## config.mk

```make
export PLATFORM = sky130hd
export DESIGN_NAME = touch_sample_qualifier_flat
export DESIGN_NICKNAME = d
export VERILOG_FILES = /design/src/rtl/core/tsq_pkg.sv /design/src/rtl/core/tsq_if.sv /design/src/rtl/core/touch_sample_qualifier.sv /design/src/flat_wrapper.sv
export SDC_FILE = /design/constraint.sdc
export NUM_CORES = 2
export LEC_CHECK = 0
export BUFFER_PORTS_ARGS = -buffer_cell sky130_fd_sc_hd__buf_2
export CORE_MARGIN = 10
export CORE_UTILIZATION = 55
export DETAILED_ROUTE_END_ITERATION = 10
export GPL_ROUTABILITY_DRIVEN = 0
export PLACE_DENSITY = 0.7
export SLEW_MARGIN = 40
export SYNTH_ARGS = -nofsm -noshare
export SYNTH_HDL_FRONTEND = slang
export SYNTH_SLANG_ARGS = --single-unit
```

## constraint.sdc

```tcl
create_clock -name clock -period 10.1 [get_ports clock]
set_clock_uncertainty 0.15 [all_clocks]
set_input_delay 0 -clock clock [delete_from_list [all_inputs] [get_ports clock]]
set_output_delay 0 -clock clock [all_outputs]
set_load 0.02 [all_outputs]
```

## src/rtl/core/tsq_pkg.sv

```systemverilog
// Shared constants, types and helper functions of the touch sample qualifier.
// Depends on nothing; compile first.
package tsq_pkg;

   localparam int RAW_BITS      = 12;
   localparam int SCREEN_BITS   = 11;
   localparam int TOP_BITS      = SCREEN_BITS - 1;
   localparam int NUM_BITS      = RAW_BITS + TOP_BITS;
   localparam int DIV_STEPS     = TOP_BITS;
   localparam int CNT_BITS      = $clog2(DIV_STEPS);
   localparam int TIME_BITS     = 32;
   localparam int ORIENT_BITS   = 3;
   localparam int CSR_IDX_BITS  = 3;
   localparam int CSR_DATA_BITS = 2 * RAW_BITS;

   localparam int SAMPLE_INTERVAL_MS = 25;
   localparam int DEBOUNCE_MS        = 40;
   localparam int LONG_PRESS_MS      = 700;
   localparam int MIN_PRESSURE       = 1;
   localparam int MAX_SCREEN         = 2 ** TOP_BITS;

   // orientation flag bit positions
   localparam int ORIENT_SWAP  = 0;
   localparam int ORIENT_INV_X = 1;
   localparam int ORIENT_INV_Y = 2;

   localparam logic [RAW_BITS-1:0]      RST_CAL_MIN    = RAW_BITS'(200);
   localparam logic [RAW_BITS-1:0]      RST_CAL_MAX    = RAW_BITS'(3900);
   localparam logic [SCREEN_BITS-1:0]   RST_WIDTH      = SCREEN_BITS'(320);
   localparam logic [SCREEN_BITS-1:0]   RST_HEIGHT     = SCREEN_BITS'(240);
   localparam logic [ORIENT_BITS-1:0]   RST_ORIENT     = '0;
   localparam logic [CSR_DATA_BITS-1:0] RST_IDLE_POINT = '0;

   typedef enum logic [CSR_IDX_BITS-1:0] {
      CSR_CAL_MIN_X,
      CSR_CAL_MAX_X,
      CSR_CAL_MIN_Y,
      CSR_CAL_MAX_Y,
      CSR_SCREEN_WIDTH,
      CSR_SCREEN_HEIGHT,
      CSR_ORIENTATION,
      CSR_IDLE_POINT
   } csr_index_type;

   typedef enum logic [2:0] {
      ST_IDLE,
      ST_EVAL,
      ST_MUL,
      ST_DIV,
      ST_OUT
   } tsq_state_type;

   // Largest screen coordinate: size - 1, with size 0 read as 1 and sizes
   // above the maximum read as the maximum.
   function automatic logic [TOP_BITS-1:0] clamp_top(input logic [SCREEN_BITS-1:0] size);
      logic [TOP_BITS-1:0] top;
      if (size == '0) begin
         top = '0;
      end else if (size > SCREEN_BITS'(MAX_SCREEN)) begin
         top = '1;
      end else begin
         top = TOP_BITS'(size - SCREEN_BITS'(1));
      end
      return top;
   endfunction

endpackage

```

## src/rtl/core/tsq_if.sv

```systemverilog
// Handshake channels of the touch sample qualifier: sample in, result out, register write.
// Depends on tsq_pkg.
interface tsq_req_if;
   logic                               valid;
   logic                               ready;
   logic [tsq_pkg::TIME_BITS-1:0]      now_ms;
   logic [tsq_pkg::RAW_BITS-1:0]       sample_x;
   logic [tsq_pkg::RAW_BITS-1:0]       sample_y;
   logic [tsq_pkg::RAW_BITS-1:0]       sample_z;
   logic                               irq_level_active;

   modport source (output valid, now_ms, sample_x, sample_y, sample_z, irq_level_active,
                   input ready);
   modport sink   (input valid, now_ms, sample_x, sample_y, sample_z, irq_level_active,
                   output ready);
endinterface

interface tsq_rsp_if;
   logic                                 valid;
   logic                                 ready;
   logic                                 is_pressed;
   logic                                 is_long_pressed;
   logic [tsq_pkg::RAW_BITS-1:0]         out_raw_x;
   logic [tsq_pkg::RAW_BITS-1:0]         out_raw_y;
   logic [tsq_pkg::RAW_BITS-1:0]         out_raw_z;
   logic signed [tsq_pkg::SCREEN_BITS-1:0] pos_x;
   logic signed [tsq_pkg::SCREEN_BITS-1:0] pos_y;
   logic                                 irq_seen;
   logic                                 state_changed;

   modport source (output valid, is_pressed, is_long_pressed, out_raw_x, out_raw_y,
                          out_raw_z, pos_x, pos_y, irq_seen, state_changed,
                   input ready);
   modport sink   (input valid, is_pressed, is_long_pressed, out_raw_x, out_raw_y,
                         out_raw_z, pos_x, pos_y, irq_seen, state_changed,
                   output ready);
endinterface

interface tsq_csr_if;
   logic                                valid;
   logic                                ready;
   logic [tsq_pkg::CSR_IDX_BITS-1:0]    index;
   logic [tsq_pkg::CSR_DATA_BITS-1:0]   data;

   modport source (output valid, index, data, input ready);
   modport sink   (input valid, index, data, output ready);
endinterface

```

## src/rtl/core/touch_sample_qualifier.sv

```systemverilog
// Touch sample qualifier: rate limit, validity check, calibrated mapping and debounce.
// Depends on tsq_pkg and the channel interfaces in tsq_if.sv.
//
// A rate-limited or invalid sample goes from req through EVAL straight to OUT; a mapped
// one also passes MUL for each axis, and DIV when the value lies strictly inside the
// window (one shared restoring divider, one quotient bit per cycle, 10 steps per axis).
// A new sample is taken only once the last is done: req is ready again the cycle after the
// result is loaded into the rsp register, which then waits for its own transfer.
// Reset (synchronous, active high) restores the register defaults and clears all
// debounce and held state; the rsp register comes up empty. csr writes are always taken.
module touch_sample_qualifier (
   input  logic      clock,
   input  logic      reset,
   tsq_req_if.sink   req_ch,
   tsq_rsp_if.source rsp_ch,
   tsq_csr_if.sink   csr_ch
);

   // ---------------------------------------------------------------------------------
   // Configuration registers
   // ---------------------------------------------------------------------------------
   logic [tsq_pkg::RAW_BITS-1:0]      cal_min_x_ff, cal_max_x_ff, cal_min_y_ff, cal_max_y_ff;
   logic [tsq_pkg::SCREEN_BITS-1:0]   width_ff, height_ff;
   logic [tsq_pkg::ORIENT_BITS-1:0]   orient_ff;
   logic [tsq_pkg::CSR_DATA_BITS-1:0] idle_point_ff;

   assign csr_ch.ready = 1'b1;

   always_ff @(posedge clock) begin
      if (reset) begin
         cal_min_x_ff  <= tsq_pkg::RST_CAL_MIN;
         cal_max_x_ff  <= tsq_pkg::RST_CAL_MAX;
         cal_min_y_ff  <= tsq_pkg::RST_CAL_MIN;
         cal_max_y_ff  <= tsq_pkg::RST_CAL_MAX;
         width_ff      <= tsq_pkg::RST_WIDTH;
         height_ff     <= tsq_pkg::RST_HEIGHT;
         orient_ff     <= tsq_pkg::RST_ORIENT;
         idle_point_ff <= tsq_pkg::RST_IDLE_POINT;
      end else if (csr_ch.valid) begin
         // truncate the write data to each register's width
         case (tsq_pkg::csr_index_type'(csr_ch.index))
            tsq_pkg::CSR_CAL_MIN_X:     cal_min_x_ff  <= csr_ch.data[tsq_pkg::RAW_BITS-1:0];
            tsq_pkg::CSR_CAL_MAX_X:     cal_max_x_ff  <= csr_ch.data[tsq_pkg::RAW_BITS-1:0];
            tsq_pkg::CSR_CAL_MIN_Y:     cal_min_y_ff  <= csr_ch.data[tsq_pkg::RAW_BITS-1:0];
            tsq_pkg::CSR_CAL_MAX_Y:     cal_max_y_ff  <= csr_ch.data[tsq_pkg::RAW_BITS-1:0];
            tsq_pkg::CSR_SCREEN_WIDTH:  width_ff      <= csr_ch.data[tsq_pkg::SCREEN_BITS-1:0];
            tsq_pkg::CSR_SCREEN_HEIGHT: height_ff     <= csr_ch.data[tsq_pkg::SCREEN_BITS-1:0];
            tsq_pkg::CSR_ORIENTATION:   orient_ff     <= csr_ch.data[tsq_pkg::ORIENT_BITS-1:0];
            tsq_pkg::CSR_IDLE_POINT:    idle_point_ff <= csr_ch.data;
            default: ;
         endcase
      end
   end

   // ---------------------------------------------------------------------------------
   // Sequencer, held state and work registers
   // ---------------------------------------------------------------------------------
   tsq_pkg::tsq_state_type state_ff, state_in;

   // debounce and held result state
   logic [tsq_pkg::TIME_BITS-1:0]     last_ff, last_in;
   logic                              cand_lvl_ff, cand_lvl_in;
   logic [tsq_pkg::TIME_BITS-1:0]     cand_time_ff, cand_time_in;
   logic [tsq_pkg::TIME_BITS-1:0]     pst_ff, pst_in;
   logic                              held_pressed_ff, held_pressed_in;
   logic                              held_long_ff, held_long_in;
   logic [tsq_pkg::RAW_BITS-1:0]      held_rx_ff, held_rx_in;
   logic [tsq_pkg::RAW_BITS-1:0]      held_ry_ff, held_ry_in;
   logic [tsq_pkg::RAW_BITS-1:0]      held_rz_ff, held_rz_in;
   logic [tsq_pkg::SCREEN_BITS-1:0]   held_sx_ff, held_sx_in;
   logic [tsq_pkg::SCREEN_BITS-1:0]   held_sy_ff, held_sy_in;
   logic                              held_irq_ff, held_irq_in;
   logic                              axis_ff, axis_in;
   logic                              rsp_valid_ff, rsp_valid_in;

   // captured sample and per-item work values
   logic [tsq_pkg::TIME_BITS-1:0]     now_ff, now_in;
   logic [tsq_pkg::RAW_BITS-1:0]      rx_ff, rx_in, ry_ff, ry_in, rz_ff, rz_in;
   logic                              irq_ff, irq_in;
   logic                              skip_ff, skip_in;
   logic                              valid_ff, valid_in;
   logic                              deb_ff, deb_in;
   logic                              lng_ff, lng_in;
   logic [tsq_pkg::CNT_BITS-1:0]      cnt_ff, cnt_in;
   logic [tsq_pkg::NUM_BITS-1:0]      div_ff, div_in;
   logic [tsq_pkg::RAW_BITS-1:0]      den_ff, den_in;
   logic [tsq_pkg::TOP_BITS-1:0]      qx_ff, qx_in, qy_ff, qy_in;

   // rsp payload register
   logic                              o_pressed_ff, o_pressed_in;
   logic                              o_long_ff, o_long_in;
   logic [tsq_pkg::RAW_BITS-1:0]      o_rx_ff, o_rx_in, o_ry_ff, o_ry_in, o_rz_ff, o_rz_in;
   logic [tsq_pkg::SCREEN_BITS-1:0]   o_sx_ff, o_sx_in, o_sy_ff, o_sy_in;
   logic                              o_irq_ff, o_irq_in;
   logic                              o_chg_ff, o_chg_in;

   // ---------------------------------------------------------------------------------
   // Datapath helpers
   // ---------------------------------------------------------------------------------
   logic [tsq_pkg::TOP_BITS-1:0]  wtop, htop;
   logic [tsq_pkg::TIME_BITS-1:0] since_last, since_cand, since_press;
   logic                          sample_ok, cand_flip, settle_ok, deb_new, start_new;
   logic                          swap;
   logic [tsq_pkg::RAW_BITS-1:0]  ax_v, ax_lo, ax_hi;
   logic [tsq_pkg::TOP_BITS-1:0]  ax_top;
   logic [tsq_pkg::RAW_BITS+1:0]  trial;
   logic                          trial_ge;
   logic [tsq_pkg::NUM_BITS-1:0]  div_step;
   logic [tsq_pkg::TOP_BITS-1:0]  fx, fy;
   logic [tsq_pkg::SCREEN_BITS-1:0] new_sx, new_sy;
   logic                          changed;
   logic                          axis_done;
   logic [tsq_pkg::TOP_BITS-1:0]  q_result;
   logic                          rsp_load;

   assign wtop = tsq_pkg::clamp_top(width_ff);
   assign htop = tsq_pkg::clamp_top(height_ff);

   // wrapping time differences, all modulo 2^32
   assign since_last  = now_ff - last_ff;
   assign since_cand  = now_ff - cand_time_ff;
   assign since_press = now_ff - pst_ff;

   // a sample counts when it is off the idle point, pressed, and inside both windows
   assign sample_ok = !(rx_ff == idle_point_ff[tsq_pkg::RAW_BITS-1:0] &&
                        ry_ff == idle_point_ff[tsq_pkg::CSR_DATA_BITS-1:tsq_pkg::RAW_BITS]) &&
                      rz_ff >= tsq_pkg::RAW_BITS'(tsq_pkg::MIN_PRESSURE) &&
                      rx_ff >= cal_min_x_ff && rx_ff <= cal_max_x_ff &&
                      ry_ff >= cal_min_y_ff && ry_ff <= cal_max_y_ff;

   // a level change restarts the debounce window at zero elapsed time
   assign cand_flip = sample_ok != cand_lvl_ff;
   assign settle_ok = !cand_flip && since_cand >= tsq_pkg::TIME_BITS'(tsq_pkg::DEBOUNCE_MS);
   assign deb_new   = (sample_ok == held_pressed_ff || settle_ok) ? sample_ok : held_pressed_ff;
   assign start_new = deb_new && !held_pressed_ff;

   // axis operands for the shared scaler; a swap feeds each window the other raw value
   assign swap   = orient_ff[tsq_pkg::ORIENT_SWAP];
   assign ax_v   = (axis_ff ^ swap) ? ry_ff : rx_ff;
   assign ax_lo  = axis_ff ? cal_min_y_ff : cal_min_x_ff;
   assign ax_hi  = axis_ff ? cal_max_y_ff : cal_max_x_ff;
   assign ax_top = axis_ff ? htop : wtop;

   // one restoring division step: partial remainder in the upper bits, quotient in the lower
   assign trial    = {1'b0, div_ff[tsq_pkg::NUM_BITS-1:tsq_pkg::TOP_BITS],
                      div_ff[tsq_pkg::TOP_BITS-1]} - {2'b00, den_ff};
   assign trial_ge = !trial[tsq_pkg::RAW_BITS+1];
   assign div_step = trial_ge ?
                     {trial[tsq_pkg::RAW_BITS-1:0], div_ff[tsq_pkg::TOP_BITS-2:0], 1'b1} :
                     {div_ff[tsq_pkg::NUM_BITS-2:0], 1'b0};

   // final screen position, with inversion; -1 whenever not both pressed and mapped
   assign fx     = orient_ff[tsq_pkg::ORIENT_INV_X] ? (wtop - qx_ff) : qx_ff;
   assign fy     = orient_ff[tsq_pkg::ORIENT_INV_Y] ? (htop - qy_ff) : qy_ff;
   assign new_sx = (deb_ff && valid_ff) ? {1'b0, fx} : '1;
   assign new_sy = (deb_ff && valid_ff) ? {1'b0, fy} : '1;

   assign changed = deb_ff != held_pressed_ff || lng_ff != held_long_ff ||
                    rx_ff != held_rx_ff || ry_ff != held_ry_ff || rz_ff != held_rz_ff ||
                    new_sx != held_sx_ff || new_sy != held_sy_ff || irq_ff != held_irq_ff;

   assign rsp_load     = (state_ff == tsq_pkg::ST_OUT) && (!rsp_valid_ff || rsp_ch.ready);
   assign req_ch.ready = (state_ff == tsq_pkg::ST_IDLE);

   // ---------------------------------------------------------------------------------
   // Next state and next values
   // ---------------------------------------------------------------------------------
   always_comb begin
      state_in        = state_ff;
      last_in         = last_ff;
      cand_lvl_in     = cand_lvl_ff;
      cand_time_in    = cand_time_ff;
      pst_in          = pst_ff;
      held_pressed_in = held_pressed_ff;
      held_long_in    = held_long_ff;
      held_rx_in      = held_rx_ff;
      held_ry_in      = held_ry_ff;
      held_rz_in      = held_rz_ff;
      held_sx_in      = held_sx_ff;
      held_sy_in      = held_sy_ff;
      held_irq_in     = held_irq_ff;
      axis_in         = axis_ff;
      now_in          = now_ff;
      rx_in           = rx_ff;
      ry_in           = ry_ff;
      rz_in           = rz_ff;
      irq_in          = irq_ff;
      skip_in         = skip_ff;
      valid_in        = valid_ff;
      deb_in          = deb_ff;
      lng_in          = lng_ff;
      cnt_in          = cnt_ff;
      div_in          = div_ff;
      den_in          = den_ff;
      qx_in           = qx_ff;
      qy_in           = qy_ff;
      o_pressed_in    = o_pressed_ff;
      o_long_in       = o_long_ff;
      o_rx_in         = o_rx_ff;
      o_ry_in         = o_ry_ff;
      o_rz_in         = o_rz_ff;
      o_sx_in         = o_sx_ff;
      o_sy_in         = o_sy_ff;
      o_irq_in        = o_irq_ff;
      o_chg_in        = o_chg_ff;
      axis_done       = 1'b0;
      q_result        = '0;
      // drop the rsp valid once its transfer completes
      rsp_valid_in    = rsp_valid_ff && !rsp_ch.ready;

      case (state_ff)
         tsq_pkg::ST_IDLE: begin
            if (req_ch.valid) begin
               now_in   = req_ch.now_ms;
               rx_in    = req_ch.sample_x;
               ry_in    = req_ch.sample_y;
               rz_in    = req_ch.sample_z;
               irq_in   = req_ch.irq_level_active;
               state_in = tsq_pkg::ST_EVAL;
            end
         end

         tsq_pkg::ST_EVAL: begin
            if (since_last < tsq_pkg::TIME_BITS'(tsq_pkg::SAMPLE_INTERVAL_MS)) begin
               // too soon: repeat the held state, touch nothing
               skip_in  = 1'b1;
               state_in = tsq_pkg::ST_OUT;
            end else begin
               skip_in  = 1'b0;
               last_in  = now_ff;
               valid_in = sample_ok;
               if (cand_flip) begin
                  cand_lvl_in  = sample_ok;
                  cand_time_in = now_ff;
               end
               if (start_new) begin
                  pst_in = now_ff;
               end
               deb_in = deb_new;
               // a fresh press has zero hold time, so it cannot be long yet
               lng_in = deb_new && !start_new &&
                        since_press >= tsq_pkg::TIME_BITS'(tsq_pkg::LONG_PRESS_MS);
               axis_in  = 1'b0;
               state_in = sample_ok ? tsq_pkg::ST_MUL : tsq_pkg::ST_OUT;
            end
         end

         tsq_pkg::ST_MUL: begin
            // settle the clamp cases up front; only a value strictly inside the window
            // needs the divider, and then its quotient stays below the top coordinate
            if (ax_lo == ax_hi || ax_v <= ax_lo) begin
               axis_done = 1'b1;
               q_result  = '0;
            end else if (ax_v >= ax_hi) begin
               axis_done = 1'b1;
               q_result  = ax_top;
            end else begin
               div_in   = tsq_pkg::NUM_BITS'(ax_v - ax_lo) * tsq_pkg::NUM_BITS'(ax_top);
               den_in   = ax_hi - ax_lo;
               cnt_in   = '0;
               state_in = tsq_pkg::ST_DIV;
            end
         end

         tsq_pkg::ST_DIV: begin
            div_in = div_step;
            cnt_in = cnt_ff + tsq_pkg::CNT_BITS'(1);
            if (cnt_ff == tsq_pkg::CNT_BITS'(tsq_pkg::DIV_STEPS - 1)) begin
               axis_done = 1'b1;
               q_result  = div_step[tsq_pkg::TOP_BITS-1:0];
            end
         end

         tsq_pkg::ST_OUT: begin
            // hold here until the rsp register is free
            if (rsp_load) begin
               rsp_valid_in = 1'b1;
               state_in     = tsq_pkg::ST_IDLE;
               if (skip_ff) begin
                  o_pressed_in = held_pressed_ff;
                  o_long_in    = held_long_ff;
                  o_rx_in      = held_rx_ff;
                  o_ry_in      = held_ry_ff;
                  o_rz_in      = held_rz_ff;
                  o_sx_in      = held_sx_ff;
                  o_sy_in      = held_sy_ff;
                  o_irq_in     = held_irq_ff;
                  o_chg_in     = 1'b0;
               end else begin
                  o_pressed_in    = deb_ff;
                  o_long_in       = lng_ff;
                  o_rx_in         = rx_ff;
                  o_ry_in         = ry_ff;
                  o_rz_in         = rz_ff;
                  o_sx_in         = new_sx;
                  o_sy_in         = new_sy;
                  o_irq_in        = irq_ff;
                  o_chg_in        = changed;
                  held_pressed_in = deb_ff;
                  held_long_in    = lng_ff;
                  held_rx_in      = rx_ff;
                  held_ry_in      = ry_ff;
                  held_rz_in      = rz_ff;
                  held_sx_in      = new_sx;
                  held_sy_in      = new_sy;
                  held_irq_in     = irq_ff;
               end
            end
         end

         default: begin
            state_in = tsq_pkg::ST_IDLE;
         end
      endcase

      // store a finished axis and advance to the next one or to the output
      if (axis_done) begin
         if (!axis_ff) begin
            qx_in    = q_result;
            axis_in  = 1'b1;
            state_in = tsq_pkg::ST_MUL;
         end else begin
            qy_in    = q_result;
            state_in = tsq_pkg::ST_OUT;
         end
      end
   end

   // ---------------------------------------------------------------------------------
   // Registers
   // ---------------------------------------------------------------------------------
   always_ff @(posedge clock) begin
      if (reset) begin
         state_ff        <= tsq_pkg::ST_IDLE;
         last_ff         <= '0;
         cand_lvl_ff     <= 1'b0;
         cand_time_ff    <= '0;
         pst_ff          <= '0;
         held_pressed_ff <= 1'b0;
         held_long_ff    <= 1'b0;
         held_rx_ff      <= '0;
         held_ry_ff      <= '0;
         held_rz_ff      <= '0;
         held_sx_ff      <= '0;
         held_sy_ff      <= '0;
         held_irq_ff     <= 1'b0;
         axis_ff         <= 1'b0;
         rsp_valid_ff    <= 1'b0;
      end else begin
         state_ff        <= state_in;
         last_ff         <= last_in;
         cand_lvl_ff     <= cand_lvl_in;
         cand_time_ff    <= cand_time_in;
         pst_ff          <= pst_in;
         held_pressed_ff <= held_pressed_in;
         held_long_ff    <= held_long_in;
         held_rx_ff      <= held_rx_in;
         held_ry_ff      <= held_ry_in;
         held_rz_ff      <= held_rz_in;
         held_sx_ff      <= held_sx_in;
         held_sy_ff      <= held_sy_in;
         held_irq_ff     <= held_irq_in;
         axis_ff         <= axis_in;
         rsp_valid_ff    <= rsp_valid_in;
      end
   end

   always_ff @(posedge clock) begin
      now_ff       <= now_in;
      rx_ff        <= rx_in;
      ry_ff        <= ry_in;
      rz_ff        <= rz_in;
      irq_ff       <= irq_in;
      skip_ff      <= skip_in;
      valid_ff     <= valid_in;
      deb_ff       <= deb_in;
      lng_ff       <= lng_in;
      cnt_ff       <= cnt_in;
      div_ff       <= div_in;
      den_ff       <= den_in;
      qx_ff        <= qx_in;
      qy_ff        <= qy_in;
      o_pressed_ff <= o_pressed_in;
      o_long_ff    <= o_long_in;
      o_rx_ff      <= o_rx_in;
      o_ry_ff      <= o_ry_in;
      o_rz_ff      <= o_rz_in;
      o_sx_ff      <= o_sx_in;
      o_sy_ff      <= o_sy_in;
      o_irq_ff     <= o_irq_in;
      o_chg_ff     <= o_chg_in;
   end

   assign rsp_ch.valid           = rsp_valid_ff;
   assign rsp_ch.is_pressed      = o_pressed_ff;
   assign rsp_ch.is_long_pressed = o_long_ff;
   assign rsp_ch.out_raw_x       = o_rx_ff;
   assign rsp_ch.out_raw_y       = o_ry_ff;
   assign rsp_ch.out_raw_z       = o_rz_ff;
   assign rsp_ch.pos_x           = o_sx_ff;
   assign rsp_ch.pos_y           = o_sy_ff;
   assign rsp_ch.irq_seen        = o_irq_ff;
   assign rsp_ch.state_changed   = o_chg_ff;

   // ---------------------------------------------------------------------------------
   // Assertions
   // ---------------------------------------------------------------------------------
   a_long_implies_pressed: assert property (@(posedge clock) disable iff (reset)
      rsp_ch.valid |-> (rsp_ch.is_pressed || !rsp_ch.is_long_pressed))
      else $error("long press reported without a press");

   a_req_starts_eval: assert property (@(posedge clock) disable iff (reset)
      (req_ch.valid && req_ch.ready) |=> (state_ff == tsq_pkg::ST_EVAL && !req_ch.ready))
      else $error("req transfer did not start the evaluation");

   a_div_count_range: assert property (@(posedge clock) disable iff (reset)
      (state_ff == tsq_pkg::ST_DIV) |-> (cnt_ff < tsq_pkg::CNT_BITS'(tsq_pkg::DIV_STEPS)))
      else $error("divider step count out of range");

   a_quotient_in_range: assert property (@(posedge clock) disable iff (reset)
      (state_ff == tsq_pkg::ST_OUT && !skip_ff && valid_ff) |-> (qx_ff <= wtop && qy_ff <= htop))
      else $error("scaled coordinate beyond screen edge");

endmodule

```

## src/flat_wrapper.sv

```systemverilog
// flat-port wrapper written by rule: the top's interface ports become plain ports
module touch_sample_qualifier_flat 
  (clock, reset, req_ch_valid, req_ch_now_ms, req_ch_sample_x, req_ch_sample_y, req_ch_sample_z, req_ch_irq_level_active, req_ch_ready, rsp_ch_valid, rsp_ch_is_pressed, rsp_ch_is_long_pressed, rsp_ch_out_raw_x, rsp_ch_out_raw_y, rsp_ch_out_raw_z, rsp_ch_pos_x, rsp_ch_pos_y, rsp_ch_irq_seen, rsp_ch_state_changed, rsp_ch_ready, csr_ch_valid, csr_ch_index, csr_ch_data, csr_ch_ready);
  tsq_req_if req_ch_i ();
  tsq_rsp_if rsp_ch_i ();
  tsq_csr_if csr_ch_i ();
  input  logic clock;
  input  logic reset;
  input wire logic [$bits(req_ch_i.valid)-1:0] req_ch_valid;
  input wire logic [$bits(req_ch_i.now_ms)-1:0] req_ch_now_ms;
  input wire logic [$bits(req_ch_i.sample_x)-1:0] req_ch_sample_x;
  input wire logic [$bits(req_ch_i.sample_y)-1:0] req_ch_sample_y;
  input wire logic [$bits(req_ch_i.sample_z)-1:0] req_ch_sample_z;
  input wire logic [$bits(req_ch_i.irq_level_active)-1:0] req_ch_irq_level_active;
  output wire logic [$bits(req_ch_i.ready)-1:0] req_ch_ready;
  output wire logic [$bits(rsp_ch_i.valid)-1:0] rsp_ch_valid;
  output wire logic [$bits(rsp_ch_i.is_pressed)-1:0] rsp_ch_is_pressed;
  output wire logic [$bits(rsp_ch_i.is_long_pressed)-1:0] rsp_ch_is_long_pressed;
  output wire logic [$bits(rsp_ch_i.out_raw_x)-1:0] rsp_ch_out_raw_x;
  output wire logic [$bits(rsp_ch_i.out_raw_y)-1:0] rsp_ch_out_raw_y;
  output wire logic [$bits(rsp_ch_i.out_raw_z)-1:0] rsp_ch_out_raw_z;
  output wire logic [$bits(rsp_ch_i.pos_x)-1:0] rsp_ch_pos_x;
  output wire logic [$bits(rsp_ch_i.pos_y)-1:0] rsp_ch_pos_y;
  output wire logic [$bits(rsp_ch_i.irq_seen)-1:0] rsp_ch_irq_seen;
  output wire logic [$bits(rsp_ch_i.state_changed)-1:0] rsp_ch_state_changed;
  input wire logic [$bits(rsp_ch_i.ready)-1:0] rsp_ch_ready;
  input wire logic [$bits(csr_ch_i.valid)-1:0] csr_ch_valid;
  input wire logic [$bits(csr_ch_i.index)-1:0] csr_ch_index;
  input wire logic [$bits(csr_ch_i.data)-1:0] csr_ch_data;
  output wire logic [$bits(csr_ch_i.ready)-1:0] csr_ch_ready;
  assign req_ch_i.valid = req_ch_valid;
  assign req_ch_i.now_ms = req_ch_now_ms;
  assign req_ch_i.sample_x = req_ch_sample_x;
  assign req_ch_i.sample_y = req_ch_sample_y;
  assign req_ch_i.sample_z = req_ch_sample_z;
  assign req_ch_i.irq_level_active = req_ch_irq_level_active;
  assign req_ch_ready = req_ch_i.ready;
  assign rsp_ch_valid = rsp_ch_i.valid;
  assign rsp_ch_is_pressed = rsp_ch_i.is_pressed;
  assign rsp_ch_is_long_pressed = rsp_ch_i.is_long_pressed;
  assign rsp_ch_out_raw_x = rsp_ch_i.out_raw_x;
  assign rsp_ch_out_raw_y = rsp_ch_i.out_raw_y;
  assign rsp_ch_out_raw_z = rsp_ch_i.out_raw_z;
  assign rsp_ch_pos_x = rsp_ch_i.pos_x;
  assign rsp_ch_pos_y = rsp_ch_i.pos_y;
  assign rsp_ch_irq_seen = rsp_ch_i.irq_seen;
  assign rsp_ch_state_changed = rsp_ch_i.state_changed;
  assign rsp_ch_i.ready = rsp_ch_ready;
  assign csr_ch_i.valid = csr_ch_valid;
  assign csr_ch_i.index = csr_ch_index;
  assign csr_ch_i.data = csr_ch_data;
  assign csr_ch_ready = csr_ch_i.ready;
  touch_sample_qualifier u_core (.clock(clock), .reset(reset), .req_ch(req_ch_i), .rsp_ch(rsp_ch_i), .csr_ch(csr_ch_i));
endmodule
```

==> results_dict.tcl <==
set metrics [dict create \
    cts_made_buffers 51 \
    fp.dieArea_um2 70800 \
    final_cells 4914 \
    routed_wirelength_mm 99.0 \
    die_w_um 266 \
    final_common_cell "nand2_1" \
    ant_nets 0 \
    cellPowerDensity_nw_per_um2 389 \
    grt_pass1_wl_mm 158 \
    grt_max_degree 83 \
    finalSetupViolCount 0 \
    htree_levels 2 \
    finalMaxSlewViolations 0 \
    tightestPinTransition_ns 0.826 \
    drcViolationCount 0 \
    synth-edff-count 193 \
    maxSlewHeadroom 0.449 \
    outcome "finished, final reports clean" \
    fmax_ghz 0.112 \
    synth_warnings 0 \
    crit_required_ns 10.30 \
    die_h_um 266 \
    ios 166 \
    start_util 0.554 \
    async_reset_ff_frac 0 \
    fin_crit_ns 8.93 \
    yosysTopAreaCell "edfxtp_1" \
    synthCells 3794 \
    fin_crit_sh 0.884 \
    avgSynthCellArea_um2 8.78 \
    slowest_delay_ns 0.66 \
    hold_ws_ns 0.144 \
    synth_area_um2 33300 \
    track_usage 0.277 \
    hold_violations 0 \
    end_kind "flop" \
    syn2layout_area_growth_pct 15.7 \
    hp-class "primary input to flop" \
    cts_tree "yes" \
    ir_worst_vdd_uv 1190 \
    cts-resized-gates 0 \
    grt_pass1_vias 28800 \
    firstDrtPassIters 6 \
    via_per_inst 5.95 \
    clk_latency_ns 0.63 \
    final_layout_size_suffix_gt1_frac 0.105 \
    dp_slack_ns 1.22 \
    path_clk_slew_ns 0.07 \
    layout_common_cells "533 x nand2_1, 394 x inv_1, 261 x a21oi_1, 259 x dfxtp_1, 248 x ha_1" \
    post-cts-setup-buffer-count 0 \
    maxCapViolCount 0 \
    dp.cells 4624 \
    antenna_cells 0 \
    ys_seq_area_frac 0.330 \
    crit_arrival_ns 9.13 \
    p_leak_uw 0.0157 \
    synth.net_count 4261 \
    cpMostUsedCell "fa_1" \
    crit_fanout 23 \
    clockBufferDepth 3 \
    synth.distinct_cells 98 \
    wl_per_cell_um 20.2 \
    tns_ns 0 \
    ys_ff_latch 453 \
    first_iter_violations 2842 \
    cp-start-kind "flop" \
    synth-main-ff-cell "dfxtp_1" \
    root_buffer "clkbuf_16" \
    synth_top_area_share 0.174 \
    synth_area_leaders "edfxtp_1 17%, dfxtp_1 16%, ha_1 9.3%, fa_1 7.1%, nand2_1 6.0%" \
    fin_ws_ns 1.17 \
    core_area_um2 60100 \
    grt_antenna_before_repair 1 \
    critPathKind "flop to flop" \
    dpl.hpwl_mm 70.9 \
    slowest_stage "dfxtp_2" \
    grt_setup_unrepaired "no" \
    io_buffers 164 \
    vias 29300 \
    num-nets-final 4557 \
    grt.overflow.total 0 \
    cts_sinks 453 \
    row_count 90 \
]
==> report_power, final <==
part	internal [µW]	switching, µW
logic	4270	6120
clock network	1110	846
registers	2530	123
==> worst paths after layout <==
check | from | end | slack [ns] | cells past startpoint
max | u_core.axis_ff$_SDFF_PP0_ | u_core.div_ff[21]$_DFFE_PP_ | 1.17 | 31
min | csr_ch_data[11] | u_core.idle_point_ff[11]$_SDFFE_PP0P_ | 0.14 | 4
max reg2reg | u_core.axis_ff$_SDFF_PP0_ | u_core.div_ff[21]$_DFFE_PP_ | 1.17 | 31
min reg2reg | u_core.pst_ff[2]$_SDFFE_PP0P_ | u_core.pst_ff[2]$_SDFFE_PP0P_ | 0.31 | 2
==> area by class of cell <==
class,count,area (µm²)
Clock buffer,71,1540
Clock inverter,24,240
Timing Repair Buffer,388,3010
Multi-Input combinational cell,2799,20300
Sequential cell,453,11000
Fill cell,4975,21600
Inverter,397,1490
Tap cell,782,978
==> cells in the mapped netlist (all sizes together), types with 29 or more instances <==
cell / count
nand2: 536
inv: 396
a21oi: 263
dfxtp: 260
ha: 248
nor2: 236
edfxtp: 193
o21ai: 172
xnor2: 136
fa: 118
clkbuf: 109
nand2b: 75
mux2i: 73
mux2: 71
o211ai: 69
nor3: 63
a21o: 56
xor2: 50
nand3: 49
or3: 49
nand4: 44
nor2b: 40
o31ai: 40
buf: 36
nor4: 36
o21a: 36
a31oi: 31
a211oi: 29
==> state kept, by name, indices dropped and copies added (netlist names), 22 cells and up <==
| name | count |
|---|---|
| u_core.idle_point_ff | 24 |
| u_core.div_ff | 22 |
| u_core.last_ff | 32 |
| u_core.pst_ff | 32 |
| u_core.cand_time_ff | 32 |
| u_core.now_ff | 32 |
==> critical path: cells and delay by family (launching register included) <==
| family | cells | cell delay (ns) |
|---|---|---|
| flops | 1 | 0.66 |
| buf+inv | 5 | 0.59 |
| fa+ha+maj | 7 | 3.13 |
| mux | 1 | 0.38 |
| simple gates | 7 | 0.95 |
| compound gates | 8 | 1.80 |
| xor+xnor | 3 | 0.98 |
==> repair_timing <==
action,CTS,global route
endpoints found under the setup margin,0,0
endpoints found under the hold margin,230,0
hold buffers,195,0
==> layer usage <==
metal,GRT usage,up-vias,part of all wire
li1,-,13800,-
met1,0.348,14000,0.41
met2,0.470,1149,0.48
met3,0.0447,250,0.071
met4,0.104,2,0.037
met5,0,-,0.00020
==> cells by family after synthesis <==
group           Yosys count  synth area share
buf+inv                 542            0.0630
fa+ha+maj               367             0.164
flops                   453             0.330
simple gates           1227             0.172
xor+xnor                186            0.0489
compound gates          874             0.175
other cells               1          0.000113
mux                     144            0.0460
==> metrics by stage <==
step / power [µW] / utilization / area [µm²]
2_1_floorplan: 10400 / - / 33300
3_3_place_gp: 12800 / 0.577 / 34700
3_5_place_dp: 12900 / 0.578 / 34800
4_1_cts: 15000 / 0.640 / 38500
5_1_grt: 16500 / 0.641 / 38500
6_report: 15000 / 0.641 / 38500
(Power assumes the default switching activity.)
